$ cat src/rtl/lexd_pkg.sv
// shared types and constants for the 3x3 local extrema detector
`default_nettype none

package lexd_pkg;

  // fixed widths of the configuration port and the result coordinates
  localparam int CFG_INDEX_BITS = 2;
  localparam int CFG_DATA_BITS  = 6;
  localparam int COORD_BITS     = 5;

  // configuration register indexes
  localparam logic [CFG_INDEX_BITS-1:0] CFG_GRID_WIDTH  = 2'd0;
  localparam logic [CFG_INDEX_BITS-1:0] CFG_GRID_HEIGHT = 2'd1;

  // grid size after reset
  localparam logic [CFG_DATA_BITS-1:0] GRID_DIM_RESET = 6'd10;

  // which cell a classification job covers
  typedef enum logic [1:0] {
    KIND_LEFT  = 2'd0,  // cell one row up, one column left of the new sample
    KIND_EDGE  = 2'd1,  // rightmost cell one row up
    KIND_FLUSH = 2'd2   // cell of the final row, swept left to right
  } cell_kind_t;

  // column read relative to the cell under test
  typedef enum logic [1:0] {
    DIR_CENTRE = 2'd0,
    DIR_LEFT   = 2'd1,
    DIR_RIGHT  = 2'd2
  } rd_dir_t;

  // commands from the controller to the datapath
  typedef struct packed {
    logic       accept;       // input transfer: write sample, step counters
    logic       load_cell;    // set up the next cell to classify
    cell_kind_t cell_kind;
    logic       flush_first;  // first cell of the final-row sweep
    logic       rd_en;        // read one column of the three row banks
    rd_dir_t    rd_dir;
    logic       emit;         // load the result register
    logic       emit_last;    // result is the last one for this input
  } lexd_cmd_t;

  // status from the datapath to the controller
  typedef struct packed {
    logic need_prev;   // accepted sample closes the cell up-left of it
    logic need_edge;   // accepted sample closes the rightmost cell of the row above
    logic need_flush;  // accepted sample is the last of the frame
    logic flush_done;  // current cell is the last one of the final-row sweep
    logic out_free;    // result register can take a value this cycle
  } lexd_sts_t;

endpackage

`default_nettype wire

$ cat src/rtl/lexd_ctrl.sv
// controller state machine: sequences cell jobs, column reads and result loads
`default_nettype none

module lexd_ctrl (
  input  wire                      clk,
  input  wire                      rst_n,
  input  wire                      in_valid_i,
  output logic                     in_ready_o,
  input  wire lexd_pkg::lexd_sts_t sts_i,
  output lexd_pkg::lexd_cmd_t      cmd_o
);
  import lexd_pkg::*;

  typedef enum logic [6:0] {
    ST_IDLE = 7'b0000001,
    ST_NEXT = 7'b0000010,
    ST_RD_C = 7'b0000100,
    ST_RD_L = 7'b0001000,
    ST_RD_R = 7'b0010000,
    ST_WAIT = 7'b0100000,
    ST_EMIT = 7'b1000000
  } state_t;

  state_t state_r, state_nxt;
  logic   pend_prev_r, pend_prev_nxt;
  logic   pend_edge_r, pend_edge_nxt;
  logic   pend_flush_r, pend_flush_nxt;
  logic   flush_started_r, flush_started_nxt;
  logic   last_cell;

  // no more jobs after the cell being emitted
  assign last_cell = !pend_prev_r && !pend_edge_r && (!pend_flush_r || sts_i.flush_done);

  assign in_ready_o = (state_r == ST_IDLE);

  // next state and commands
  always_comb begin
    state_nxt         = state_r;
    pend_prev_nxt     = pend_prev_r;
    pend_edge_nxt     = pend_edge_r;
    pend_flush_nxt    = pend_flush_r;
    flush_started_nxt = flush_started_r;
    cmd_o             = '0;
    cmd_o.cell_kind   = KIND_LEFT;
    cmd_o.rd_dir      = DIR_CENTRE;
    unique case (state_r)
      ST_IDLE: begin
        if (in_valid_i) begin
          cmd_o.accept      = 1'b1;
          pend_prev_nxt     = sts_i.need_prev;
          pend_edge_nxt     = sts_i.need_edge;
          pend_flush_nxt    = sts_i.need_flush;
          flush_started_nxt = 1'b0;
          state_nxt         = ST_NEXT;
        end
      end
      ST_NEXT: begin
        priority if (pend_prev_r) begin
          cmd_o.load_cell = 1'b1;
          cmd_o.cell_kind = KIND_LEFT;
          pend_prev_nxt   = 1'b0;
          state_nxt       = ST_RD_C;
        end else if (pend_edge_r) begin
          cmd_o.load_cell = 1'b1;
          cmd_o.cell_kind = KIND_EDGE;
          pend_edge_nxt   = 1'b0;
          state_nxt       = ST_RD_C;
        end else if (pend_flush_r) begin
          cmd_o.load_cell   = 1'b1;
          cmd_o.cell_kind   = KIND_FLUSH;
          cmd_o.flush_first = !flush_started_r;
          flush_started_nxt = 1'b1;
          state_nxt         = ST_RD_C;
        end else begin
          state_nxt = ST_IDLE;
        end
      end
      ST_RD_C: begin
        cmd_o.rd_en  = 1'b1;
        cmd_o.rd_dir = DIR_CENTRE;
        state_nxt    = ST_RD_L;
      end
      ST_RD_L: begin
        cmd_o.rd_en  = 1'b1;
        cmd_o.rd_dir = DIR_LEFT;
        state_nxt    = ST_RD_R;
      end
      ST_RD_R: begin
        cmd_o.rd_en  = 1'b1;
        cmd_o.rd_dir = DIR_RIGHT;
        state_nxt    = ST_WAIT;
      end
      ST_WAIT: begin
        state_nxt = ST_EMIT;
      end
      ST_EMIT: begin
        if (sts_i.out_free) begin
          cmd_o.emit      = 1'b1;
          cmd_o.emit_last = last_cell;
          if (sts_i.flush_done) begin
            pend_flush_nxt    = 1'b0;
            flush_started_nxt = 1'b0;
          end
          state_nxt = last_cell ? ST_IDLE : ST_NEXT;
        end
      end
      default: begin
        state_nxt = ST_IDLE;
      end
    endcase
  end

  // state and pending job flags
  always_ff @(posedge clk) begin
    if (!rst_n) begin
      state_r         <= ST_IDLE;
      pend_prev_r     <= 1'b0;
      pend_edge_r     <= 1'b0;
      pend_flush_r    <= 1'b0;
      flush_started_r <= 1'b0;
    end else begin
      state_r         <= state_nxt;
      pend_prev_r     <= pend_prev_nxt;
      pend_edge_r     <= pend_edge_nxt;
      pend_flush_r    <= pend_flush_nxt;
      flush_started_r <= flush_started_nxt;
    end
  end

  // results only go into a free result register
  a_emit_free: assert property (@(posedge clk) disable iff (!rst_n)
    cmd_o.emit |-> sts_i.out_free)
    else $error("result loaded while result register busy");

  // an accepted sample blocks the input until its jobs are done
  a_accept_busy: assert property (@(posedge clk) disable iff (!rst_n)
    cmd_o.accept |=> !in_ready_o)
    else $error("input ready right after a transfer");

  // after the last result of a run the input opens again
  a_last_idle: assert property (@(posedge clk) disable iff (!rst_n)
    (cmd_o.emit && cmd_o.emit_last) |=> in_ready_o)
    else $error("input not ready after last result");

endmodule

`default_nettype wire

$ cat src/rtl/lexd_datapath.sv
// datapath: config registers, counters, three row banks, neighbor compare, result register
`default_nettype none

module lexd_datapath #(
  parameter int MAX_WIDTH   = 32,
  parameter int MAX_HEIGHT  = 32,
  parameter int SAMPLE_BITS = 16
) (
  input  wire                                     clk,
  input  wire                                     rst_n,
  input  wire signed [SAMPLE_BITS-1:0]            sample_i,
  input  wire                                     cfg_we_i,
  input  wire        [lexd_pkg::CFG_INDEX_BITS-1:0] cfg_index_i,
  input  wire        [lexd_pkg::CFG_DATA_BITS-1:0]  cfg_wdata_i,
  input  wire lexd_pkg::lexd_cmd_t                cmd_i,
  output lexd_pkg::lexd_sts_t                     sts_o,
  output logic                                    out_valid_o,
  input  wire                                     out_ready_i,
  output logic       [lexd_pkg::COORD_BITS-1:0]   out_cell_col_o,
  output logic       [lexd_pkg::COORD_BITS-1:0]   out_cell_row_o,
  output logic                                    out_is_peak_o,
  output logic                                    out_is_trough_o,
  output logic                                    out_last_of_run_o,
  output logic                                    out_frame_done_o
);
  import lexd_pkg::*;

  localparam int CW = (MAX_WIDTH > 1) ? $clog2(MAX_WIDTH) : 1;
  localparam int RW = (MAX_HEIGHT > 1) ? $clog2(MAX_HEIGHT) : 1;

  function automatic logic [1:0] next3(input logic [1:0] x);
    next3 = (x == 2'd2) ? 2'd0 : x + 2'd1;
  endfunction

  logic [CFG_DATA_BITS-1:0] grid_w_r, grid_h_r;
  logic                     cfg_hit;
  logic [CW-1:0]            w_m1;
  logic [RW-1:0]            h_m1;
  logic [CW-1:0]            col_r, col_nxt, acc_col_r;
  logic [RW-1:0]            row_r, row_nxt, acc_row_r;
  logic [1:0]               lower_sel_r, wr_bank, up_idx, mid_idx;
  logic [CW-1:0]            cell_col_r;
  logic [RW-1:0]            cell_row_r;
  logic                     has_above_r, has_below_r, cell_flush_r;
  logic [CW-1:0]            rd_addr;
  logic                     rd_inb;
  logic signed [SAMPLE_BITS-1:0] rdata_r [3];
  logic                     tag_valid_r, tag_inb_r;
  rd_dir_t                  tag_dir_r;
  logic signed [SAMPLE_BITS-1:0] above_d, mid_d, below_d;
  logic signed [SAMPLE_BITS-1:0] centre_r, centre_nxt;
  logic                     peak_r, peak_nxt, valley_r, valley_nxt;
  logic                     flush_done;
  logic                     out_valid_r;
  logic [COORD_BITS-1:0]    out_col_r, out_row_r;
  logic                     out_peak_r, out_valley_r, out_last_r, out_done_r;

  // configuration registers; a write restarts the frame
  assign cfg_hit = cfg_we_i &&
                   (cfg_index_i == CFG_GRID_WIDTH || cfg_index_i == CFG_GRID_HEIGHT);

  always_ff @(posedge clk) begin
    if (!rst_n) begin
      grid_w_r <= GRID_DIM_RESET;
      grid_h_r <= GRID_DIM_RESET;
    end else if (cfg_we_i) begin
      if (cfg_index_i == CFG_GRID_WIDTH) begin
        grid_w_r <= cfg_wdata_i;
      end else if (cfg_index_i == CFG_GRID_HEIGHT) begin
        grid_h_r <= cfg_wdata_i;
      end
    end
  end

  // clamped last column and last row
  always_comb begin
    if (grid_w_r == '0) begin
      w_m1 = '0;
    end else if (int'(grid_w_r) > MAX_WIDTH) begin
      w_m1 = CW'(MAX_WIDTH - 1);
    end else begin
      w_m1 = CW'(grid_w_r - 6'd1);
    end
    if (grid_h_r == '0) begin
      h_m1 = '0;
    end else if (int'(grid_h_r) > MAX_HEIGHT) begin
      h_m1 = RW'(MAX_HEIGHT - 1);
    end else begin
      h_m1 = RW'(grid_h_r - 6'd1);
    end
  end

  // raster position of the next sample and bank rotation
  assign col_nxt = (col_r == w_m1) ? '0 : col_r + 1'b1;
  assign row_nxt = (col_r != w_m1) ? row_r : ((row_r == h_m1) ? '0 : row_r + 1'b1);
  assign wr_bank = (col_r == '0) ? next3(lower_sel_r) : lower_sel_r;

  always_ff @(posedge clk) begin
    if (!rst_n) begin
      col_r       <= '0;
      row_r       <= '0;
      lower_sel_r <= 2'd0;
    end else if (cfg_hit) begin
      col_r <= '0;
      row_r <= '0;
    end else if (cmd_i.accept) begin
      col_r       <= col_nxt;
      row_r       <= row_nxt;
      lower_sel_r <= wr_bank;
    end
  end

  always_ff @(posedge clk) begin
    if (cmd_i.accept) begin
      acc_col_r <= col_r;
      acc_row_r <= row_r;
    end
  end

  // jobs that the sample at the current position will cause
  assign sts_o.need_prev  = (row_r != '0) && (col_r != '0);
  assign sts_o.need_edge  = (row_r != '0) && (col_r == w_m1);
  assign sts_o.need_flush = (row_r == h_m1) && (col_r == w_m1);
  assign flush_done       = cell_flush_r && (cell_col_r == w_m1);
  assign sts_o.flush_done = flush_done;
  assign sts_o.out_free   = !out_valid_r || out_ready_i;

  // cell under test
  always_ff @(posedge clk) begin
    if (cmd_i.load_cell) begin
      unique case (cmd_i.cell_kind)
        KIND_LEFT: begin
          cell_col_r   <= acc_col_r - 1'b1;
          cell_row_r   <= acc_row_r - 1'b1;
          has_above_r  <= (acc_row_r > RW'(1));
          has_below_r  <= 1'b1;
          cell_flush_r <= 1'b0;
        end
        KIND_EDGE: begin
          cell_col_r   <= w_m1;
          cell_row_r   <= acc_row_r - 1'b1;
          has_above_r  <= (acc_row_r > RW'(1));
          has_below_r  <= 1'b1;
          cell_flush_r <= 1'b0;
        end
        KIND_FLUSH: begin
          cell_col_r   <= cmd_i.flush_first ? '0 : cell_col_r + 1'b1;
          cell_row_r   <= acc_row_r;
          has_above_r  <= (acc_row_r != '0);
          has_below_r  <= 1'b0;
          cell_flush_r <= 1'b1;
        end
        default: begin
          cell_flush_r <= 1'b0;
        end
      endcase
    end
  end

  // column address for this read; off-grid columns are read but not compared
  always_comb begin
    rd_addr = cell_col_r;
    rd_inb  = 1'b1;
    unique case (cmd_i.rd_dir)
      DIR_CENTRE: rd_inb = 1'b1;
      DIR_LEFT: begin
        if (cell_col_r != '0) begin
          rd_addr = cell_col_r - 1'b1;
        end else begin
          rd_inb = 1'b0;
        end
      end
      DIR_RIGHT: begin
        if (cell_col_r != w_m1) begin
          rd_addr = cell_col_r + 1'b1;
        end else begin
          rd_inb = 1'b0;
        end
      end
      default: rd_inb = 1'b0;
    endcase
  end

  // three row banks, one write port and one registered read port each
  for (genvar g = 0; g < 3; g++) begin : g_bank
    logic signed [SAMPLE_BITS-1:0] mem [MAX_WIDTH];
    always_ff @(posedge clk) begin
      if (cmd_i.accept && wr_bank == 2'(g)) begin
        mem[col_r] <= sample_i;
      end
      if (cmd_i.rd_en) begin
        rdata_r[g] <= mem[rd_addr];
      end
    end
  end

  // read tag is registered alongside the read data
  always_ff @(posedge clk) begin
    if (!rst_n) begin
      tag_valid_r <= 1'b0;
    end else begin
      tag_valid_r <= cmd_i.rd_en;
    end
  end

  always_ff @(posedge clk) begin
    tag_dir_r <= cmd_i.rd_dir;
    tag_inb_r <= rd_inb;
  end

  // map banks to rows; the final-row sweep looks one row lower
  assign up_idx  = next3(lower_sel_r);
  assign mid_idx = next3(up_idx);
  assign above_d = cell_flush_r ? rdata_r[mid_idx] : rdata_r[up_idx];
  assign mid_d   = cell_flush_r ? rdata_r[lower_sel_r] : rdata_r[mid_idx];
  assign below_d = rdata_r[lower_sel_r];

  // peak and valley accumulate over the three columns
  always_comb begin
    centre_nxt = centre_r;
    peak_nxt   = peak_r;
    valley_nxt = valley_r;
    if (tag_valid_r) begin
      if (tag_dir_r == DIR_CENTRE) begin
        centre_nxt = mid_d;
        peak_nxt   = (!has_above_r || mid_d > above_d) && (!has_below_r || mid_d > below_d);
        valley_nxt = (!has_above_r || mid_d < above_d) && (!has_below_r || mid_d < below_d);
      end else if (tag_inb_r) begin
        peak_nxt   = peak_r && (centre_r > mid_d) &&
                     (!has_above_r || centre_r > above_d) &&
                     (!has_below_r || centre_r > below_d);
        valley_nxt = valley_r && (centre_r < mid_d) &&
                     (!has_above_r || centre_r < above_d) &&
                     (!has_below_r || centre_r < below_d);
      end
    end
  end

  always_ff @(posedge clk) begin
    centre_r <= centre_nxt;
    peak_r   <= peak_nxt;
    valley_r <= valley_nxt;
  end

  // result register
  always_ff @(posedge clk) begin
    if (!rst_n) begin
      out_valid_r <= 1'b0;
    end else if (cmd_i.emit) begin
      out_valid_r <= 1'b1;
    end else if (out_ready_i) begin
      out_valid_r <= 1'b0;
    end
  end

  always_ff @(posedge clk) begin
    if (cmd_i.emit) begin
      out_col_r    <= COORD_BITS'(cell_col_r);
      out_row_r    <= COORD_BITS'(cell_row_r);
      out_peak_r   <= peak_r;
      out_valley_r <= valley_r;
      out_last_r   <= cmd_i.emit_last;
      out_done_r   <= flush_done;
    end
  end

  assign out_valid_o       = out_valid_r;
  assign out_cell_col_o    = out_col_r;
  assign out_cell_row_o    = out_row_r;
  assign out_is_peak_o     = out_peak_r;
  assign out_is_trough_o   = out_valley_r;
  assign out_last_of_run_o = out_last_r;
  assign out_frame_done_o  = out_done_r;

  // the frame's final cell always closes its run
  a_done_last: assert property (@(posedge clk) disable iff (!rst_n)
    (out_valid_o && out_frame_done_o) |-> out_last_of_run_o)
    else $error("frame done without last of run");

  // bank reads never overlap a sample write
  a_rd_no_wr: assert property (@(posedge clk) disable iff (!rst_n)
    cmd_i.rd_en |-> !cmd_i.accept)
    else $error("bank read during sample write");

endmodule

`default_nettype wire

$ cat src/rtl/local_extrema_3x3_detector.sv
// top level of the 3x3 local extrema detector
//
//   channel  direction  handshake           payload
//   in       input      in_valid/in_ready   in_sample_value
//   out      output     out_valid/out_ready cell_col, cell_row, is_peak, is_trough,
//                                           last_of_run, frame_done
//   cfg      input      cfg_we              cfg_index, cfg_wdata
//
// A sample is accepted, then each result cell goes through job setup, three
// column reads of the row banks through their single read ports, compare and load;
// no new sample is accepted until all results of the last one are loaded.
// The last sample of a frame adds a sweep over the whole final row.
// Reset clears counters, configuration and control only; row banks hold garbage until written.
// A busy result register stalls the sequencer in its load step.
`default_nettype none

module local_extrema_3x3_detector #(
  parameter int MAX_WIDTH   = 32,
  parameter int MAX_HEIGHT  = 32,
  parameter int SAMPLE_BITS = 16
) (
  input  wire                                     clk,
  input  wire                                     rst_n,
  input  wire                                     in_valid,
  output logic                                    in_ready,
  input  wire signed [SAMPLE_BITS-1:0]            in_sample_value,
  output logic                                    out_valid,
  input  wire                                     out_ready,
  output logic       [lexd_pkg::COORD_BITS-1:0]   out_cell_col,
  output logic       [lexd_pkg::COORD_BITS-1:0]   out_cell_row,
  output logic                                    out_is_peak,
  output logic                                    out_is_trough,
  output logic                                    out_last_of_run,
  output logic                                    out_frame_done,
  input  wire                                     cfg_we,
  input  wire        [lexd_pkg::CFG_INDEX_BITS-1:0] cfg_index,
  input  wire        [lexd_pkg::CFG_DATA_BITS-1:0]  cfg_wdata
);
  import lexd_pkg::*;

  lexd_cmd_t cmd;
  lexd_sts_t sts;

  // job sequencer
  lexd_ctrl u_ctrl (
    .clk        (clk),
    .rst_n      (rst_n),
    .in_valid_i (in_valid),
    .in_ready_o (in_ready),
    .sts_i      (sts),
    .cmd_o      (cmd)
  );

  // storage and classification
  lexd_datapath #(
    .MAX_WIDTH   (MAX_WIDTH),
    .MAX_HEIGHT  (MAX_HEIGHT),
    .SAMPLE_BITS (SAMPLE_BITS)
  ) u_datapath (
    .clk               (clk),
    .rst_n             (rst_n),
    .sample_i          (in_sample_value),
    .cfg_we_i          (cfg_we),
    .cfg_index_i       (cfg_index),
    .cfg_wdata_i       (cfg_wdata),
    .cmd_i             (cmd),
    .sts_o             (sts),
    .out_valid_o       (out_valid),
    .out_ready_i       (out_ready),
    .out_cell_col_o    (out_cell_col),
    .out_cell_row_o    (out_cell_row),
    .out_is_peak_o     (out_is_peak),
    .out_is_trough_o   (out_is_trough),
    .out_last_of_run_o (out_last_of_run),
    .out_frame_done_o  (out_frame_done)
  );

endmodule

`default_nettype wire
$ cat config.mk
export PLATFORM = sky130hd
export DESIGN_NAME = local_extrema_3x3_detector
export DESIGN_NICKNAME = d
export VERILOG_FILES = /design/src/rtl/lexd_pkg.sv /design/src/rtl/lexd_ctrl.sv /design/src/rtl/lexd_datapath.sv /design/src/rtl/local_extrema_3x3_detector.sv
export SDC_FILE = /design/constraint.sdc
export NUM_CORES = 2
export LEC_CHECK = 0
export ABC_CLOCK_PERIOD_IN_PS = 5410
export BUFFER_PORTS_ARGS = -buffer_cell sky130_fd_sc_hd__buf_2
export CAP_MARGIN = 30
export CORE_UTILIZATION = 40
export DETAILED_ROUTE_END_ITERATION = 10
export PLACE_DENSITY = 0.58
export RECOVER_POWER = 100
export SETUP_SLACK_MARGIN = 0.05
export SLEW_MARGIN = 20
export SYNTH_ARGS = -nofsm -noshare
export SYNTH_HDL_FRONTEND = slang
export SYNTH_SLANG_ARGS = --single-unit
$ cat constraint.sdc
create_clock -name clk -period 5.41 [get_ports clk]
set_input_delay 1.082 -clock clk [delete_from_list [all_inputs] [get_ports clk]]
set_output_delay 1.082 -clock clk [all_outputs]
set_load 0.05 [all_outputs]
# == After elaboration in Yosys (flattened, before gate mapping) ==
# Memory sizes are Yosys's and may differ from the RTL's. A register that Yosys moved wholly into a read port is not among the register bits.
# Index checks and enable logic that the tools add are counted.
# totals
ram_bits,1584
latchBits,0
register_bits,95
n_memories,4
out_inout_bits,16
mem_bits_ro,0
# classes
n_bitwise,4
div,0
eq_ne,27
n_lt_le_gt_ge,13
muxes,71
addsub,10
n_reduce_logical,71
mul,0
shift,0
# memory_table
memory,depth,width,read_ports,rd_ports_with_merged_regs,wr,line_no,text
u_datapath.g_bank[0].mem,32,16,1,0,1,lexd_datapath.sv:186,logic signed [SAMPLE_BITS-1:0] mem [MAX_WIDTH];
u_datapath.g_bank[1].mem,32,16,1,0,1,lexd_datapath.sv:186,
u_datapath.g_bank[2].mem,32,16,1,0,1,lexd_datapath.sv:186,
u_datapath.rdata_r,3,16,3,1,3,lexd_datapath.sv:47,logic signed [SAMPLE_BITS-1:0] rdata_r [3];
# ops
operator,n
$gt 16x16->1,5
$lt 16x16->1,5
$pmux 7 s7,1
$mux 5,9
$mux 16,2
$mux 1,31
$sub 5x1->5 const B,5
$mux 7,3
$pmux 5 s2,2
$reduce_and 2->1,10
$reduce_bool 5->1,4
$logic_and 1x1->1,18
$mux 2,8
$add 5x1->5 const B,3
$eq 5x5->1,3
$pmux 5 s3,1
$gt 6x6->1 const B,2
$logic_not 6->1,2
$mux 3,4
$logic_or 1x1->1,11
$eq 2x2->1 const B,5
$logic_not 2->1,5
$ne 5x5->1,2
$pmux 1 s2,5
24 further kinds,50

# == Longest topological paths before layout ==
# An unclocked memory read counts as a cell.
# logic_depth
word_depth,12
depth_mapped,18

# == Cells and area by module ==
# A second synthesis with hierarchy kept.
# unflattened
cells_unflattened,5427
area_unflattened_um2,70498.9
# by_module_without_submodules
mod,n_inst,seq_area_each_um2,area_each_um2,cells_each
lexd_datapath,1,49837.8,69763.2,5339
lexd_ctrl,1,220.2,735.7,88

# == Worst setup path before layout ==
# Ideal clock, no wire load.
# synth_path
path_kind,register -> register
start,reg u_ctrl.state_r[1]
end,"mem u_datapath.g_bank[1].mem[7][0], enable pin"
setup_time_ps,409
path_buffers,3
path_slack_ps,882
stages_incl_launch_ff,10
arrival_time_ps,4119
path_cell_list,dfxtp_1 nor4_1 and3_1 clkbuf_1 nand2_1 inv_1 clkbuf_1 nand3_1 clkbuf_1 nor3_1
# synth_rtl
element,line_no,text
"start, declared",lexd_ctrl.sv:24,"state_t state_r, state_nxt;"
"start signal, assigned",lexd_ctrl.sv:122,state_r <= state_nxt;
"end, declared",lexd_datapath.sv:186,

==> results_dict.tcl <==
set metrics [dict create \
    tightest_slew_ns 4.20 \
    die_area_mm2 0.175 \
    arrival_ns 5.72 \
    worstSetupPathType "flip-flop to flip-flop" \
    p_leak_nw 26.1 \
    drive_gt1_frac 0.0953 \
    power_density_mw_per_mm2 350 \
    globalRouteOverflowTotal 0 \
    synth_area_mm2 0.0695 \
    drv_slew 1436 \
    hold_end "u_datapath.out_cell_row_o[3]$_DFFE_PP_" \
    syn2layout_area_growth_pct 12.9 \
    synth_nets 5462 \
    vias 44998 \
    synth_flop_cell "edfxtp_1" \
    dp_cells 7584 \
    post_cts_buffers 0 \
    hold_buffers 0 \
    finalSetupViolCount 0 \
    skew_ns 0.0488 \
    met2WireLength_um 92800 \
    status "finished, violations left" \
    wirelength_um 201000 \
    ant_nets 0 \
    worst_r2r_endpoint "u_datapath.rdata_r[0][12]$_DFFE_PN_" \
    firstDrtPassIters 6 \
    rsz0062_at_grt "no" \
    start_util 0.404 \
    drt_iter0_markers 5445 \
    met3_length_um 16900 \
    ir_worst_vdd_mv 0.261 \
    clock-sinks 1681 \
    slew_headroom -1.80 \
    synth_top_area_share 0.709 \
    cts_resized 0 \
    nNetsFinal 5578 \
    violations "max-capacitance violations, max-slew violations" \
    top_level_ports 45 \
    clock_latency_ns 0.85 \
    highest_layer "met4" \
    hold_path.class "flip-flop to flip-flop" \
    r2r-start "u_ctrl.state_r[0]$_SDFFE_PN1P_" \
    path_clk_slew_ns 0.06 \
    yosysWarnings 0 \
    h-tree-depth 4 \
    final_cells 7903 \
    total_power_mw 27.4 \
    via_per_inst 5.69 \
    hpwl_um 124000 \
    place_congestion 0.841 \
    cp-start-kind "flip-flop" \
    yosys_register_bits 1681 \
    core_area_mm2 0.172 \
    antenna_found_initial 7 \
    worstPathMaxFanout 48 \
    hold_viol 0 \
    fin_crit_sh 0.960 \
    period_minus_slack_ns 5.19 \
    holdPathStages 0 \
    rows 152 \
    numCtsBuffers 174 \
    clockBufferDepth 3 \
    synth_top_area_cell "edfxtp_1" \
    die_y_um 419 \
    synth-async-reset-ratio 0 \
    wl_met1_um 86200 \
    min_from "u_datapath.cell_row_r[3]$_DFFE_PP_" \
    ff2ff_setup_slack_ns 0.22 \
    tns_ns 0 \
    critPathRequiredTime_ns 5.94 \
    synth_edf_count 1639 \
    portBuffers 44 \
    cts_tree "done" \
    r2r_cells 13 \
    cap_violations 30 \
    whs_ns 0.406 \
    root_buffer "clkbuf_16" \
    wl_per_cell_um 25.5 \
    grt_pass1_wl_um 291000 \
    grtUsageTotal 0.227 \
    grt_max_degree 93 \
    syn-mean-instance-area_um2 13.0 \
    grt_pass1_vias 41886 \
    drc 0 \
    endpoint_kind "flip-flop" \
    ys_top_cells_by_area "edfxtp_1 (71%), nand2_1 (7.7%), nand3_1 (3.1%)" \
    fp.dieW_um 419 \
    fmax_ghz 0.193 \
    synth_seq_area_share 0.721 \
    synthDistinctLibCells 74 \
    syn_inst 5337 \
]
[state kept, by name, summed over array words and instances, names as in the netlist, 6 cells and up, named ones only]
register,count
u_datapath.g_bank.mem,1536
u_datapath.rdata_r,48
u_datapath.centre_r,16
u_ctrl.state_r,7
u_datapath.grid_h_r,6
u_datapath.grid_w_r,6
[worst max-delay path by stage]
stage / startpoint / cells past startpoint / slack, ns / end
detailed placement: u_ctrl.state_r[0]$_SDFFE_PN1P_ / 13 / 0.43 / u_datapath.rdata_r[0][9]$_DFFE_PN_
global route: u_ctrl.state_r[1]$_SDFFE_PN0P_ / 9 / 0.05 / u_datapath.g_bank[1].mem[25][14]$_DFFE_PP_
floorplan: u_ctrl.state_r[1]$_SDFFE_PN0P_ / 9 / 0.88 / u_datapath.g_bank[1].mem[7][0]$_DFFE_PP_
CTS: u_ctrl.state_r[0]$_SDFFE_PN1P_ / 14 / 0.37 / u_datapath.rdata_r[0][6]$_DFFE_PN_
global placement: u_ctrl.state_r[0]$_SDFFE_PN1P_ / 13 / 0.44 / u_datapath.rdata_r[0][9]$_DFFE_PN_
finish: u_ctrl.state_r[0]$_SDFFE_PN1P_ / 13 / 0.22 / u_datapath.rdata_r[0][12]$_DFFE_PN_
[critical path, stage by stage (launching register included)]
cell,delay (ns)
dfxtp_1,0.34
or3_1,0.43
or3_1,0.37
nor3b_1,0.33
ha_1,0.44
inv_1,0.14
or4b_2,0.67
a31oi_1,0.33
or3b_1,0.25
buf_4,0.20
nand3_1,0.10
buf_4,0.42
o22ai_1,0.70
nor4_2,0.12
[per-stage QoR]
step                worst slack (ns)   util  cell area [um2]
floorplan                      0.882      -            69500
finish                         0.217  0.456            78400
global placement               0.441  0.426            73300
detailed placement             0.428  0.428            73600
global route                  0.0465  0.456            78400
CTS                            0.367  0.460            79200
[report_power, final]
part / switching [mW] / internal, mW / leakage (nW) / total, mW
clock: 5.18 / 6.56 / 2.70 / 11.7
combinational: 0.869 / 0.344 / 8.36 / 1.21
sequential: 0.0704 / 14.4 / 15.1 / 14.5
[metal layers]
layer | GRT usage | vias to the layer above
li1 | - | 20082
met1 | 0.323 | 22723
met2 | 0.356 | 1908
met3 | 0.0406 | 285
met4 | 0.0651 | 0
met5 | 0 | -
[synthesized netlist by cell type, drive strengths merged (8+ instances only)]
| cell type | count |
|---|---|
| mux2 | 24 |
| buf | 185 |
| o211ai | 13 |
| mux2i | 77 |
| o21ai | 48 |
| nand3 | 433 |
| xor2 | 18 |
| a31oi | 9 |
| xnor2 | 21 |
| nor3 | 53 |
| a21oi | 253 |
| a21o | 24 |
| o22ai | 102 |
| edfxtp | 1639 |
| nor2 | 159 |
| nand2b | 20 |
| a32oi | 193 |
| clkbuf | 150 |
| dfxtp | 42 |
| ha | 96 |
| nor2b | 25 |
| nand2 | 1422 |
| nand4 | 112 |
| inv | 52 |
| a21boi | 8 |
| nor4 | 63 |
[layout by cell type, fill, tap and decap left out, types with 18 or more instances in the layout]
master / Yosys / final
mux2i_1: 77 / 77
ha_1: 96 / 96
clkinv_1: 1 / 39
xor2_1: 18 / 18
nand2b_1: 20 / 20
clkinv_2: 0 / 27
nand3_1: 433 / 430
edfxtp_1: 1639 / 1639
dfxtp_1: 42 / 41
inv_1: 51 / 51
mux2_2: 24 / 21
a21oi_1: 253 / 253
o21ai_0: 46 / 47
clkbuf_1: 150 / 118
nor4_2: 37 / 19
clkbuf_16: 0 / 174
o22ai_1: 102 / 101
a32oi_1: 193 / 193
buf_4: 10 / 82
nor2b_1: 25 / 25
xnor2_1: 21 / 21
nand4_1: 112 / 112
nor2_1: 159 / 127
nor4_1: 26 / 37
nor2_2: 0 / 29
nand2_1: 1422 / 1422
buf_12: 0 / 30
nor3_1: 53 / 52
a21o_1: 24 / 24
clkbuf_2: 0 / 66
[final cells by class]
| type | count | area (um2) |
|---|---|---|
| Clock inverter | 98 | 1050 |
| Tap cell | 2310 | 2890 |
| Clock buffer | 216 | 4510 |
| Inverter | 53 | 199 |
| Antenna cell | 2 | 5.00 |
| Sequential cell | 1681 | 50100 |
| Timing Repair Buffer | 275 | 2000 |
| Multi-Input combinational cell | 3268 | 17700 |
| Fill cell | 15377 | 93700 |
[kinds of logic after synthesis]
group | count (synthesis) | share of synthesized area
buffers and inverters | 388 | 0.0264
and+or+nand+nor | 2335 | 0.149
muxes | 101 | 0.0150
AOI/OAI and AO/OA | 695 | 0.0664
DFF | 1681 | 0.721
xor gates and xnor gates | 39 | 0.00492
adders and majority gates | 98 | 0.0176
No activity file was read; power rests on OpenSTA's default activity.
